### src/rtl/tqb_pkg.sv
// shared types, codes and helpers of the textured quad batcher
package tqb_pkg;

  localparam int DEF_MAX_QUADS    = 256;
  localparam int DEF_SLOT_COUNT   = 32;
  localparam int INDICES_PER_QUAD = 6;

  // dividend and divisor widths of the coordinate divider
  localparam int NUM_W = 36;
  localparam int DEN_W = 17;
  localparam int NDC_W = 24;

  localparam logic [NUM_W-1:0] SAT_MAG = NUM_W'(8388608);

  localparam logic OP_DRAW = 1'b0;
  localparam logic OP_END  = 1'b1;

  localparam logic [1:0] KIND_VERTEX = 2'd0;
  localparam logic [1:0] KIND_BIND   = 2'd1;
  localparam logic [1:0] KIND_DRAW   = 2'd2;

  localparam logic [1:0] REG_WIDTH  = 2'd0;
  localparam logic [1:0] REG_HEIGHT = 2'd1;
  localparam logic [1:0] REG_BLANK  = 2'd2;

  typedef enum logic [2:0] {
    S_IDLE,
    S_FLUSH_BIND,
    S_FLUSH_DRAW,
    S_LOOKUP,
    S_VERT
  } state_t;

  // clamp the rounded magnitude and apply the sign
  function automatic logic [NDC_W-1:0] sat_q16(input logic [NUM_W-1:0] q, input logic neg);
    logic [NUM_W-1:0] m;
    logic [NUM_W-1:0] nm;
    m  = (q > SAT_MAG) ? SAT_MAG : q;
    nm = NUM_W'(0) - m;
    if (neg) return nm[NDC_W-1:0];
    if (m == SAT_MAG) return {1'b0, {(NDC_W-1){1'b1}}};
    return m[NDC_W-1:0];
  endfunction

endpackage

### src/rtl/tqb_cell.sv
// one texture slot cell: holds a name, compares it, shifts toward slot one
module tqb_cell (
  input  logic        clk,
  input  logic        load,
  input  logic        shift,
  input  logic [31:0] load_name,
  input  logic [31:0] shift_name,
  input  logic [31:0] key,
  output logic [31:0] name,
  output logic        hit
);

  always_ff @(posedge clk) begin
    if (load) begin
      name <= load_name;
    end else if (shift) begin
      name <= shift_name;
    end
  end

  assign hit = (name == key);

endmodule

### src/rtl/tqb_div.sv
// restoring divider, one quotient bit per cycle
module tqb_div (
  input  logic                         clk,
  input  logic                         rst,
  input  logic                         start,
  input  logic [tqb_pkg::NUM_W-1:0]    num,
  input  logic [tqb_pkg::DEN_W-1:0]    den,
  output logic                         busy,
  output logic [tqb_pkg::NUM_W-1:0]    quo
);

  localparam int CW = $clog2(tqb_pkg::NUM_W + 1);

  logic [tqb_pkg::NUM_W-1:0] n;
  logic [tqb_pkg::DEN_W-1:0] d;
  logic [tqb_pkg::DEN_W-1:0] rem;
  logic [CW-1:0]             cnt;
  logic [tqb_pkg::DEN_W:0]   trial;
  logic                      qbit;
  logic [tqb_pkg::DEN_W:0]   diff;

  always_comb begin
    trial = {rem, n[tqb_pkg::NUM_W-1]};
    qbit  = (trial >= {1'b0, d});
    diff  = trial - {1'b0, d};
  end

  always_ff @(posedge clk) begin
    if (rst) begin
      busy <= 1'b0;
      cnt  <= '0;
    end else if (start) begin
      busy <= 1'b1;
      cnt  <= CW'(tqb_pkg::NUM_W);
      n    <= num;
      d    <= den;
      rem  <= '0;
    end else if (busy) begin
      rem  <= qbit ? diff[tqb_pkg::DEN_W-1:0] : trial[tqb_pkg::DEN_W-1:0];
      n    <= {n[tqb_pkg::NUM_W-2:0], qbit};
      cnt  <= cnt - CW'(1);
      if (cnt == CW'(1)) busy <= 1'b0;
    end
  end

  assign quo = n;

endmodule

### src/rtl/textured_quad_batcher.sv
// top level: batches textured quads into slot bindings, draws and vertices
//
// input stream (s_axis): one transaction per request; tuser is the operation
// (draw quad or end of frame), tdata carries texture name, position and size.
// output stream (m_axis): bindings, draw commands and vertices; tuser is the
// kind, tlast marks the final result of a request.
// configuration: cfg_we writes cfg_data into register cfg_index (0 width,
// 1 height, 2 blank texture name); the user writes only while idle; not enforced.
// a draw gives its first vertex once the 36 step bit-serial dividers (four in
// parallel, one per edge coordinate) are done, then one vertex per cycle while
// the receiver is ready.
// a flush ahead of a draw runs while the dividers work; an end of frame flush
// gives a binding for slot zero (the blank name) and one per used slot, then
// the draw command; the slot names leave by shifting down the chain of cells.
// end of frame with an empty batch gives nothing.
// one request is in flight at a time; s_axis_tready is high only when idle.
// a stalled receiver holds the output register; the block waits on it.
// reset (rst, synchronous) restores the default registers, empties the batch
// and sets the next free slot to one; slot names are undefined until written.
module textured_quad_batcher #(
  parameter int MAX_QUADS  = tqb_pkg::DEF_MAX_QUADS,
  parameter int SLOT_COUNT = tqb_pkg::DEF_SLOT_COUNT
) (
  input  logic         clk,
  input  logic         rst,
  input  logic         cfg_we,
  input  logic [1:0]   cfg_index,
  input  logic [31:0]  cfg_data,
  input  logic         s_axis_tvalid,
  output logic         s_axis_tready,
  // texture_name[31:0], pos_x[47:32], pos_y[63:48], size_w[79:64], size_h[95:80]
  input  logic [95:0]  s_axis_tdata,
  // operation[0]
  input  logic [0:0]   s_axis_tuser,
  output logic         m_axis_tvalid,
  input  logic         m_axis_tready,
  // ndc_x[23:0], ndc_y[47:24], tex_u[48], tex_v[49], slot_index[54:50],
  // bound_name[86:55], batch_indices[97:87], zero[103:98]
  output logic [103:0] m_axis_tdata,
  // kind[1:0]
  output logic [1:0]   m_axis_tuser,
  output logic         m_axis_tlast
);

  localparam int SW      = $clog2(SLOT_COUNT + 1);
  localparam int IW      = $clog2(SLOT_COUNT);
  localparam int MAX_IDX = MAX_QUADS * tqb_pkg::INDICES_PER_QUAD;
  localparam int PW      = $clog2(MAX_IDX + 1);

  tqb_pkg::state_t state, state_next;

  logic [15:0] screen_width, screen_height;
  logic [31:0] blank_name;

  logic [SW-1:0] next_free;
  logic [PW-1:0] pending;
  logic [SW-1:0] fi;
  logic [1:0]    corner;
  logic          op_end;
  logic [31:0]   tex;
  logic [IW-1:0] slot;
  logic [3:0]    lane_neg;

  logic [23:0] o_x, o_y;
  logic        o_u, o_v, o_last;
  logic [4:0]  o_slot;
  logic [31:0] o_name;
  logic [10:0] o_batch;
  logic [1:0]  o_kind;

  logic        accept, out_free, emit, cell_shift, need_flush, found;
  logic [IW-1:0] hit_idx;
  logic [1:0]  e_kind;
  logic [23:0] e_x, e_y;
  logic        e_u, e_v, e_last;
  logic [4:0]  e_slot;
  logic [31:0] e_name;
  logic [10:0] e_batch;

  logic [31:0] names [1:SLOT_COUNT-1];
  logic [SLOT_COUNT-1:1] hits, cell_load;

  logic [3:0]  div_start;
  logic [3:0]  lane_busy;
  logic [tqb_pkg::NUM_W-1:0] div_num [4];
  logic [tqb_pkg::NUM_W-1:0] div_quo [4];
  logic [tqb_pkg::DEN_W-1:0] div_den [4];
  logic [3:0]  num_neg;
  logic [23:0] ndc [4];
  logic        div_busy;

  // coordinate numerators
  logic [15:0] w_eff, h_eff;
  logic signed [18:0] x0, y0, x1, y1;
  logic signed [18:0] nums [4];

  assign accept   = s_axis_tvalid && s_axis_tready;
  assign out_free = !m_axis_tvalid || m_axis_tready;

  always_comb begin
    w_eff = (screen_width == 16'd0) ? 16'd1 : screen_width;
    h_eff = (screen_height == 16'd0) ? 16'd1 : screen_height;
    x0 = 19'(signed'(s_axis_tdata[47:32]));
    y0 = 19'(signed'(s_axis_tdata[63:48]));
    x1 = x0 + 19'(signed'(s_axis_tdata[79:64]));
    y1 = y0 + 19'(signed'(s_axis_tdata[95:80]));
    nums[0] = (x0 <<< 1) - signed'({3'b0, w_eff});
    nums[1] = (x1 <<< 1) - signed'({3'b0, w_eff});
    nums[2] = signed'({3'b0, h_eff}) - (y0 <<< 1);
    nums[3] = signed'({3'b0, h_eff}) - (y1 <<< 1);
  end

  // rounded quotient: (2*mag*65536 + d) / (2*d)
  for (genvar g = 0; g < 4; g++) begin : g_div
    logic [18:0] mag;
    logic [tqb_pkg::DEN_W-1:0] den_lane;
    assign den_lane     = (g < 2) ? {w_eff, 1'b0} : {h_eff, 1'b0};
    assign num_neg[g]   = nums[g][18];
    assign mag          = num_neg[g] ? 19'(-nums[g]) : 19'(nums[g]);
    assign div_num[g]   = tqb_pkg::NUM_W'({mag[17:0], 17'b0})
                        + tqb_pkg::NUM_W'(den_lane[tqb_pkg::DEN_W-1:1]);
    assign div_den[g]   = den_lane;
    assign div_start[g] = accept && (s_axis_tuser[0] == tqb_pkg::OP_DRAW);
    tqb_div u_div (
      .clk   (clk),
      .rst   (rst),
      .start (div_start[g]),
      .num   (div_num[g]),
      .den   (div_den[g]),
      .busy  (lane_busy[g]),
      .quo   (div_quo[g])
    );
    assign ndc[g] = tqb_pkg::sat_q16(div_quo[g], lane_neg[g]);
  end

  assign div_busy = |lane_busy;

  // chain of slot cells, slot one at the head
  for (genvar k = 1; k < SLOT_COUNT; k++) begin : g_cell
    logic [31:0] from_right;
    if (k == SLOT_COUNT - 1) begin : g_tail
      assign from_right = '0;
    end else begin : g_link
      assign from_right = names[k+1];
    end
    assign cell_load[k] = (state == tqb_pkg::S_LOOKUP) && !found && (next_free == SW'(k));
    tqb_cell u_cell (
      .clk        (clk),
      .load       (cell_load[k]),
      .shift      (cell_shift),
      .load_name  (tex),
      .shift_name (from_right),
      .key        (tex),
      .name       (names[k]),
      .hit        (hits[k])
    );
  end

  always_comb begin
    found   = 1'b0;
    hit_idx = '0;
    for (int k = SLOT_COUNT - 1; k >= 1; k--) begin
      if (hits[k] && (SW'(k) < next_free)) begin
        found   = 1'b1;
        hit_idx = IW'(k);
      end
    end
  end

  assign need_flush = (pending >= PW'(MAX_IDX)) || (next_free > SW'(SLOT_COUNT - 1));

  always_ff @(posedge clk) begin
    if (rst) begin
      state <= tqb_pkg::S_IDLE;
    end else begin
      state <= state_next;
    end
  end

  always_comb begin
    state_next    = state;
    s_axis_tready = 1'b0;
    emit          = 1'b0;
    cell_shift    = 1'b0;
    e_kind        = tqb_pkg::KIND_VERTEX;
    e_x           = '0;
    e_y           = '0;
    e_u           = 1'b0;
    e_v           = 1'b0;
    e_slot        = '0;
    e_name        = '0;
    e_batch       = '0;
    e_last        = 1'b0;
    case (state)
      tqb_pkg::S_IDLE: begin
        s_axis_tready = 1'b1;
        if (accept) begin
          if (s_axis_tuser[0] == tqb_pkg::OP_END) begin
            if (pending != '0) state_next = tqb_pkg::S_FLUSH_BIND;
          end else begin
            state_next = need_flush ? tqb_pkg::S_FLUSH_BIND : tqb_pkg::S_LOOKUP;
          end
        end
      end
      tqb_pkg::S_FLUSH_BIND: begin
        if (out_free) begin
          emit       = 1'b1;
          e_kind     = tqb_pkg::KIND_BIND;
          e_slot     = 5'(fi);
          e_name     = (fi == '0) ? blank_name : names[1];
          cell_shift = (fi != '0);
          if (fi == next_free - SW'(1)) state_next = tqb_pkg::S_FLUSH_DRAW;
        end
      end
      tqb_pkg::S_FLUSH_DRAW: begin
        if (out_free) begin
          emit       = 1'b1;
          e_kind     = tqb_pkg::KIND_DRAW;
          e_batch    = 11'(pending);
          e_last     = op_end;
          state_next = op_end ? tqb_pkg::S_IDLE : tqb_pkg::S_LOOKUP;
        end
      end
      tqb_pkg::S_LOOKUP: begin
        state_next = tqb_pkg::S_VERT;
      end
      tqb_pkg::S_VERT: begin
        if (out_free && !div_busy) begin
          emit   = 1'b1;
          e_kind = tqb_pkg::KIND_VERTEX;
          e_x    = corner[1] ? ndc[1] : ndc[0];
          e_y    = (corner[1] ^ corner[0]) ? ndc[3] : ndc[2];
          e_u    = corner[1];
          e_v    = ~(corner[1] ^ corner[0]);
          e_slot = 5'(slot);
          e_last = (corner == 2'd3);
          if (corner == 2'd3) state_next = tqb_pkg::S_IDLE;
        end
      end
      default: begin
        state_next = tqb_pkg::S_IDLE;
      end
    endcase
  end

  always_ff @(posedge clk) begin
    if (rst) begin
      screen_width  <= 16'd1920;
      screen_height <= 16'd1080;
      blank_name    <= '0;
      next_free     <= SW'(1);
      pending       <= '0;
      fi            <= '0;
      corner        <= '0;
      m_axis_tvalid <= 1'b0;
    end else begin
      if (cfg_we) begin
        case (cfg_index)
          tqb_pkg::REG_WIDTH:  screen_width  <= cfg_data[15:0];
          tqb_pkg::REG_HEIGHT: screen_height <= cfg_data[15:0];
          tqb_pkg::REG_BLANK:  blank_name    <= cfg_data;
          default: ;
        endcase
      end
      if (emit) begin
        m_axis_tvalid <= 1'b1;
      end else if (m_axis_tready) begin
        m_axis_tvalid <= 1'b0;
      end
      if (accept) begin
        fi     <= '0;
        corner <= '0;
      end
      if (state == tqb_pkg::S_FLUSH_BIND && emit) fi <= fi + SW'(1);
      if (state == tqb_pkg::S_FLUSH_DRAW && emit) begin
        pending   <= '0;
        next_free <= SW'(1);
      end
      if (state == tqb_pkg::S_LOOKUP && !found) next_free <= next_free + SW'(1);
      if (state == tqb_pkg::S_VERT && emit) begin
        corner <= corner + 2'd1;
        if (corner == 2'd3) pending <= pending + PW'(tqb_pkg::INDICES_PER_QUAD);
      end
    end
  end

  // payload registers
  always_ff @(posedge clk) begin
    if (accept) begin
      op_end   <= s_axis_tuser[0];
      tex      <= s_axis_tdata[31:0];
      lane_neg <= num_neg;
    end
    if (state == tqb_pkg::S_LOOKUP) begin
      slot <= found ? hit_idx : next_free[IW-1:0];
    end
    if (emit) begin
      o_kind  <= e_kind;
      o_x     <= e_x;
      o_y     <= e_y;
      o_u     <= e_u;
      o_v     <= e_v;
      o_slot  <= e_slot;
      o_name  <= e_name;
      o_batch <= e_batch;
      o_last  <= e_last;
    end
  end

  assign m_axis_tdata = {6'b0, o_batch, o_name, o_slot, o_v, o_u, o_y, o_x};
  assign m_axis_tuser = o_kind;
  assign m_axis_tlast = o_last;

  a_next_free_range: assert property (@(posedge clk) disable iff (rst)
    (next_free != '0) && (next_free <= SW'(SLOT_COUNT)))
    else $error("next free slot out of range");

  a_pending_range: assert property (@(posedge clk) disable iff (rst)
    pending <= PW'(MAX_IDX))
    else $error("pending index count beyond batch size");

  a_last_vertex: assert property (@(posedge clk) disable iff (rst)
    (state == tqb_pkg::S_VERT) && emit && (corner == 2'd3)
    |=> m_axis_tvalid && m_axis_tlast)
    else $error("fourth vertex not marked last");

  a_vertex_after_div: assert property (@(posedge clk) disable iff (rst)
    (state == tqb_pkg::S_VERT) && emit |-> !div_busy)
    else $error("vertex sent before division finished");

endmodule
### config.mk
export PLATFORM = sky130hd
export DESIGN_NAME = textured_quad_batcher
export DESIGN_NICKNAME = d
export VERILOG_FILES = /design/src/rtl/tqb_pkg.sv /design/src/rtl/tqb_cell.sv /design/src/rtl/tqb_div.sv /design/src/rtl/textured_quad_batcher.sv
export SDC_FILE = /design/constraint.sdc
export NUM_CORES = 2
export LEC_CHECK = 0
export BUFFER_PORTS_ARGS = -buffer_cell sky130_fd_sc_hd__buf_4
export CORE_UTILIZATION = 55
export DETAILED_ROUTE_END_ITERATION = 10
export PLACE_DENSITY = 0.74
export SLEW_MARGIN = 5
export SYNTH_ARGS = -nofsm -noshare
export SYNTH_HDL_FRONTEND = slang
export SYNTH_SLANG_ARGS = --single-unit
export TNS_END_PERCENT = 30
### constraint.sdc
create_clock -name clk -period 9.7 [get_ports clk]
set_input_delay 2.425 -clock clk [delete_from_list [all_inputs] [get_ports clk]]
set_output_delay 2.425 -clock clk [all_outputs]
set_load 0.02 [all_outputs]
==> flow_results.org <==
** Floorplan
- Die width :: 403 um
- DIE HEIGHT :: ~400 um
- Row generation in the floorplan step produced 146 rows.
- Total die area :: ~160000 sq um
- The initial utilization of the core area, before any placement, comes to 0.557.
- During I/O placement, the number of pins put on the boundary was 245.
- Placeable core area :: 159000 sq um

** Critical path
- STA classifies the critical path endpoint as a register.
- Slowest stage cell on the critical path :: sky130_fd_sc_hd__nand3_2
- In this run the critical register-to-register path is captured at g_cell[23].u_cell.name[19]$_DFFE_PP_.
- R2r worst-path depth :: 13
- Kind of cell adding the most delay to the critical path :: simple AND/OR/NAND/NOR gates
- STA puts the critical path data arrival time at 7480 ps.
- Startpoint types :: register
- Critical R2R Launch :: next_free[1]$_SDFFE_PP0P_
- Peak per-stage delay on the critical path :: 850 ps
- Highest net fanout along the worst path :: 33
- Cell Chain, Critical Path :: inv_2 -> ha_1 -> nor2b_1 -> o21ai_1 -> a2111o_1 -> nor4_1 -> a2111oi_1 -> nand4_1 -> nor4_4 -> and2_1 -> nand3_2 -> nand2_1 -> buf_4
- The most critical setup path has its startpoint at next_free[1]$_SDFFE_PP0P_.
- The critical path is of the register to register type.
- Critical Path RT :: 10200 ps
- The setup check on the worst reg-to-reg path leaves a slack of 2720 ps.
- Cell count along the critical path :: 13
- The critical path contains buffers and inverters numbering 2 combined.
- Following the worst setup path forward leads to its endpoint at g_cell[23].u_cell.name[19]$_DFFE_PP_.

** Final layout
- The filler cells instantiated in the layout total 12400.
- Summing all multi-input logic gate instances after layout gives ~42000 sq um.
- Of the cells placed in the final design, the portion with a size suffix greater than 1 is 0.211.
- Compared with the post-synthesis result, the final layout area differs by 10.1%.
- Total Nets Final :: 8151
- Across the whole layout, storage elements account for 43800 sq um.

** GRT
- Entering global routing, the biggest net connects 105 pins.
- The number of global-route vias before repair is 61800.
- Global-route usage over all layers :: 0.316
- Global-route wire length before repair :: 391000 um
- The initial antenna violation count came to 8.
- For this run the aggregate overflow at the end of global routing stands at 0.

** Yosys
- Of all flip-flops after synthesis, the portion carrying an async set or reset was 0.
- Post-Synth Adder-Cell Area :: 0.0278
- After synthesis, the mean cell area works out to 11.3 sq um.
- Seq cells post-synth :: 1500
- Synthesized-area fraction occupied by and/or/nand/nor cells :: 0.130
- Yosys mapped a number of flops with a built-in enable equal to 1379.
- The portion of synthesized area spent on multiplexers is 0.128.
- Compound-cell area share of the yosys netlist :: 0.0637
- Area of the mapped netlist :: 88600 sq um
- Post-synth top flop :: sky130_fd_sc_hd__edfxtp_1
- Combinational family with the most area after synthesis :: simple AND/OR/NAND/NOR gates
- XOR/XNOR share of the synthesized area :: 0.121
- Yosys printed 0 warnings.
- Mapped Cells :: 7814
- Share of synthesized area occupied by flip-flops and latches :: 0.494
- Synthesis instantiated 95 different standard cells from the library.

** Power and ir drop
- Power comes to 21.1 mW.
- Worst ir drop on vdd :: 0.210 mV
- Leak :: around 35 nW
- Total power divided by cell area :: 216 nW/um^2

** Placed design
- Weighted congestion reported at the end of routability-driven placement :: approximately 0.96
- Detailed placement HPWL :: 182000 um
- Number of I/O port buffers :: 238

** Clock network
- Number of levels in the clock H-tree :: 4
- Clock tree from TritonCTS :: done
- Post-CTS timing repair inserted 0 buffers for setup.
- For the worst-skew pair, the clock arrives at the later sink with an insertion delay of a little over 800 ps.
- Number of CTS-inserted buffers :: roughly 160
- Resized Gates After CTS :: 0
- For this design, the CTS-stage hold fixing added 0 buffers.
- The tree is rooted in a sky130_fd_sc_hd__clkbuf_16.
- Max clock buf depth :: 3
- Clock transition at path regs :: ~60 ps
- The clock drives 1500 sinks.

** Detailed routing
- Number of antenna-violating nets in the routed design :: 0
- Detailed-routing iteration count for the pre-antenna-repair pass :: 8
- Dividing the detail-routed wire length by the instance count gives 25.9 um.
- Total vias in the final route :: 63800
- The first routing iteration left 7291 violations.
- Detailed-route DRC error count :: 0
- Summed over all layers, the routed wires come to between 200000 and 300000 um.
- Using the TritonRoute via totals, the vias-per-cell ratio works out to 6.31.

** STA
- Highest Clock Rate :: 0.143 GHz
- Pins Over Slew Limit :: 0
- Remaining max-slew budget at the tightest pin :: 0.131
- For the final database, setup skew stands at 39.7 ps.
- Setup repair after global routing left no endpoint under its margin.
- Post-route setup TNS :: 0 ps
- The final count of hold timing violations came to 0.
- Setup violations remaining at the end of the flow were counted as 0.
- At the pin with the least slew margin, the transition time is 1300 ps.
- Final cycle utilization of the critical path :: 0.720
- The smallest clock period supported by the final layout is computed as around 7000 ps.

** Worst hold path
- Classification of the worst-slack hold path :: register to register

** Run status
- The run finished with clean final reports.

** Run
- Max capacitance violation total :: 0
==> placed cells by master (no fill, tap or decap), drive strengths merged, types with 47 or more instances in the layout <==
master	n
xnor2	271
nor2b	67
o21ai	199
dfxtp	121
a31oi	47
or3	67
inv	167
a211oi	47
nand2	683
and3	71
mux2	969
ha	181
nor2	420
buf	380
clkinv	58
and2	54
nand4	122
xor2	955
nor4	310
edfxtp	1379
nand3	134
clkbuf	207
a21oi	304
nor3	164
==> routing by layer <==
metal	GRT usage	up-vias	share of wire	routed length (um)
li1	-	28600	-	-
met1	0.425	31300	0.41	107000
met2	0.499	3181	0.46	120000
met3	0.0575	667	0.087	22800
met4	0.138	6	0.046	12100
met5	0	-	0.00016	43
==> sequential cells by signal, indices dropped and copies added, names as in the netlist, 24 cells and up <==
signal,cells
blank_name,32
g_cell.u_cell.name,992
g_div.u_div.cnt,24
g_div.u_div.d,32
g_div.u_div.quo,144
g_div.u_div.rem,68
o_name,32
o_x,24
o_y,24
tex,32
==> final cells by class <==
cell class                      count  area share
Antenna cell                        4    0.000103
Multi-Input combinational cell   5622       0.430
Clock buffer                      207      0.0447
Sequential cell                  1500       0.449
Inverter                          159     0.00611
Clock inverter                     93      0.0114
Tap cell                         2146      0.0275
Timing Repair Buffer              380      0.0315
==> cells by family after synthesis <==
| family | Yosys count |
|---|---|
| adders and majority gates | 191 |
| xor gates and xnor gates | 1226 |
| other | 1 |
| DFF | 1500 |
| and+or+nand+nor | 2288 |
| buffers and inverters | 697 |
| AOI/OAI and AO/OA | 899 |
| muxes | 1012 |
==> power by group <==
part           leakage, nW  internal [mW]  switching, mW
Clock                 2.65           3.70           2.74
Combinational         18.6           2.03           3.94
Sequential            13.5           8.08          0.588
Total                 34.7           13.8           7.27
==> worst min-delay path, stage by stage (launching register included) <==
cell	delay [ps]
sky130_fd_sc_hd__dfxtp_1	310
sky130_fd_sc_hd__nand2_1	50
sky130_fd_sc_hd__a21oi_1	50
==> stage by stage <==
step / instances / util / hold slack [ps] / area [sq um] / worst slack (ps)
5_1_grt: 10100 / 0.613 / 474 / 97600 / 2540
4_1_cts: 10100 / 0.613 / 459 / 97600 / 2600
6_report: 10100 / 0.613 / 458 / 97600 / 2720
3_3_place_gp: 9807 / 0.579 / 434 / 92100 / 2520
2_1_floorplan: 7819 / - / 417 / 88700 / 3190
3_5_place_dp: 9807 / 0.579 / 451 / 92100 / 2480
==> worst min path at each step <==
| stage | start | endpoint | slack, ps | cells after the start |
|---|---|---|---|---|
| finish | blank_name[29]$_SDFFE_PP0P_ | blank_name[29]$_SDFFE_PP0P_ | 460 | 2 |
| floorplan | pending[0]$_SDFFE_PP0P_ | pending[0]$_SDFFE_PP0P_ | 420 | 2 |
| detailed placement | blank_name[30]$_SDFFE_PP0P_ | blank_name[30]$_SDFFE_PP0P_ | 450 | 2 |
| global placement | pending[0]$_SDFFE_PP0P_ | pending[0]$_SDFFE_PP0P_ | 430 | 2 |
| global route | blank_name[23]$_SDFFE_PP0P_ | blank_name[23]$_SDFFE_PP0P_ | 470 | 2 |
| CTS | blank_name[8]$_SDFFE_PP0P_ | blank_name[8]$_SDFFE_PP0P_ | 460 | 2 |
==> cell usage after synthesis (29+ instances only) <==
master	instances	share of area
sky130_fd_sc_hd__o21ai_0	195	0.011
sky130_fd_sc_hd__mux2_2	965	0.12
sky130_fd_sc_hd__a21o_1	33	0.0028
sky130_fd_sc_hd__nand2_1	681	0.029
sky130_fd_sc_hd__or3_1	67	0.0047
sky130_fd_sc_hd__and2_1	51	0.0036
sky130_fd_sc_hd__dfxtp_1	121	0.027
sky130_fd_sc_hd__nand2b_1	35	0.0025
sky130_fd_sc_hd__and3_1	71	0.0050
sky130_fd_sc_hd__inv_1	157	0.0066
sky130_fd_sc_hd__nor3_1	163	0.0092
sky130_fd_sc_hd__edfxtp_1	1379	0.47
sky130_fd_sc_hd__buf_2	190	0.011
sky130_fd_sc_hd__o21a_1	29	0.0025
sky130_fd_sc_hd__or4_1	43	0.0036
sky130_fd_sc_hd__a21oi_1	304	0.017
sky130_fd_sc_hd__clkbuf_1	282	0.012
sky130_fd_sc_hd__nor2b_1	67	0.0047
sky130_fd_sc_hd__nor4_1	308	0.022
sky130_fd_sc_hd__a31oi_1	47	0.0033
sky130_fd_sc_hd__a211oi_1	47	0.0040
sky130_fd_sc_hd__nand3_1	129	0.0073
sky130_fd_sc_hd__xor2_1	955	0.094
sky130_fd_sc_hd__buf_4	51	0.0043
sky130_fd_sc_hd__nand4_1	122	0.0086
sky130_fd_sc_hd__nor2_1	420	0.018
sky130_fd_sc_hd__xnor2_1	271	0.027
sky130_fd_sc_hd__o31ai_1	43	0.0036
sky130_fd_sc_hd__ha_1	181	0.026
sky130_fd_sc_hd__mux2i_1	43	0.0049
No activity file was read; power rests on OpenSTA's default activity.
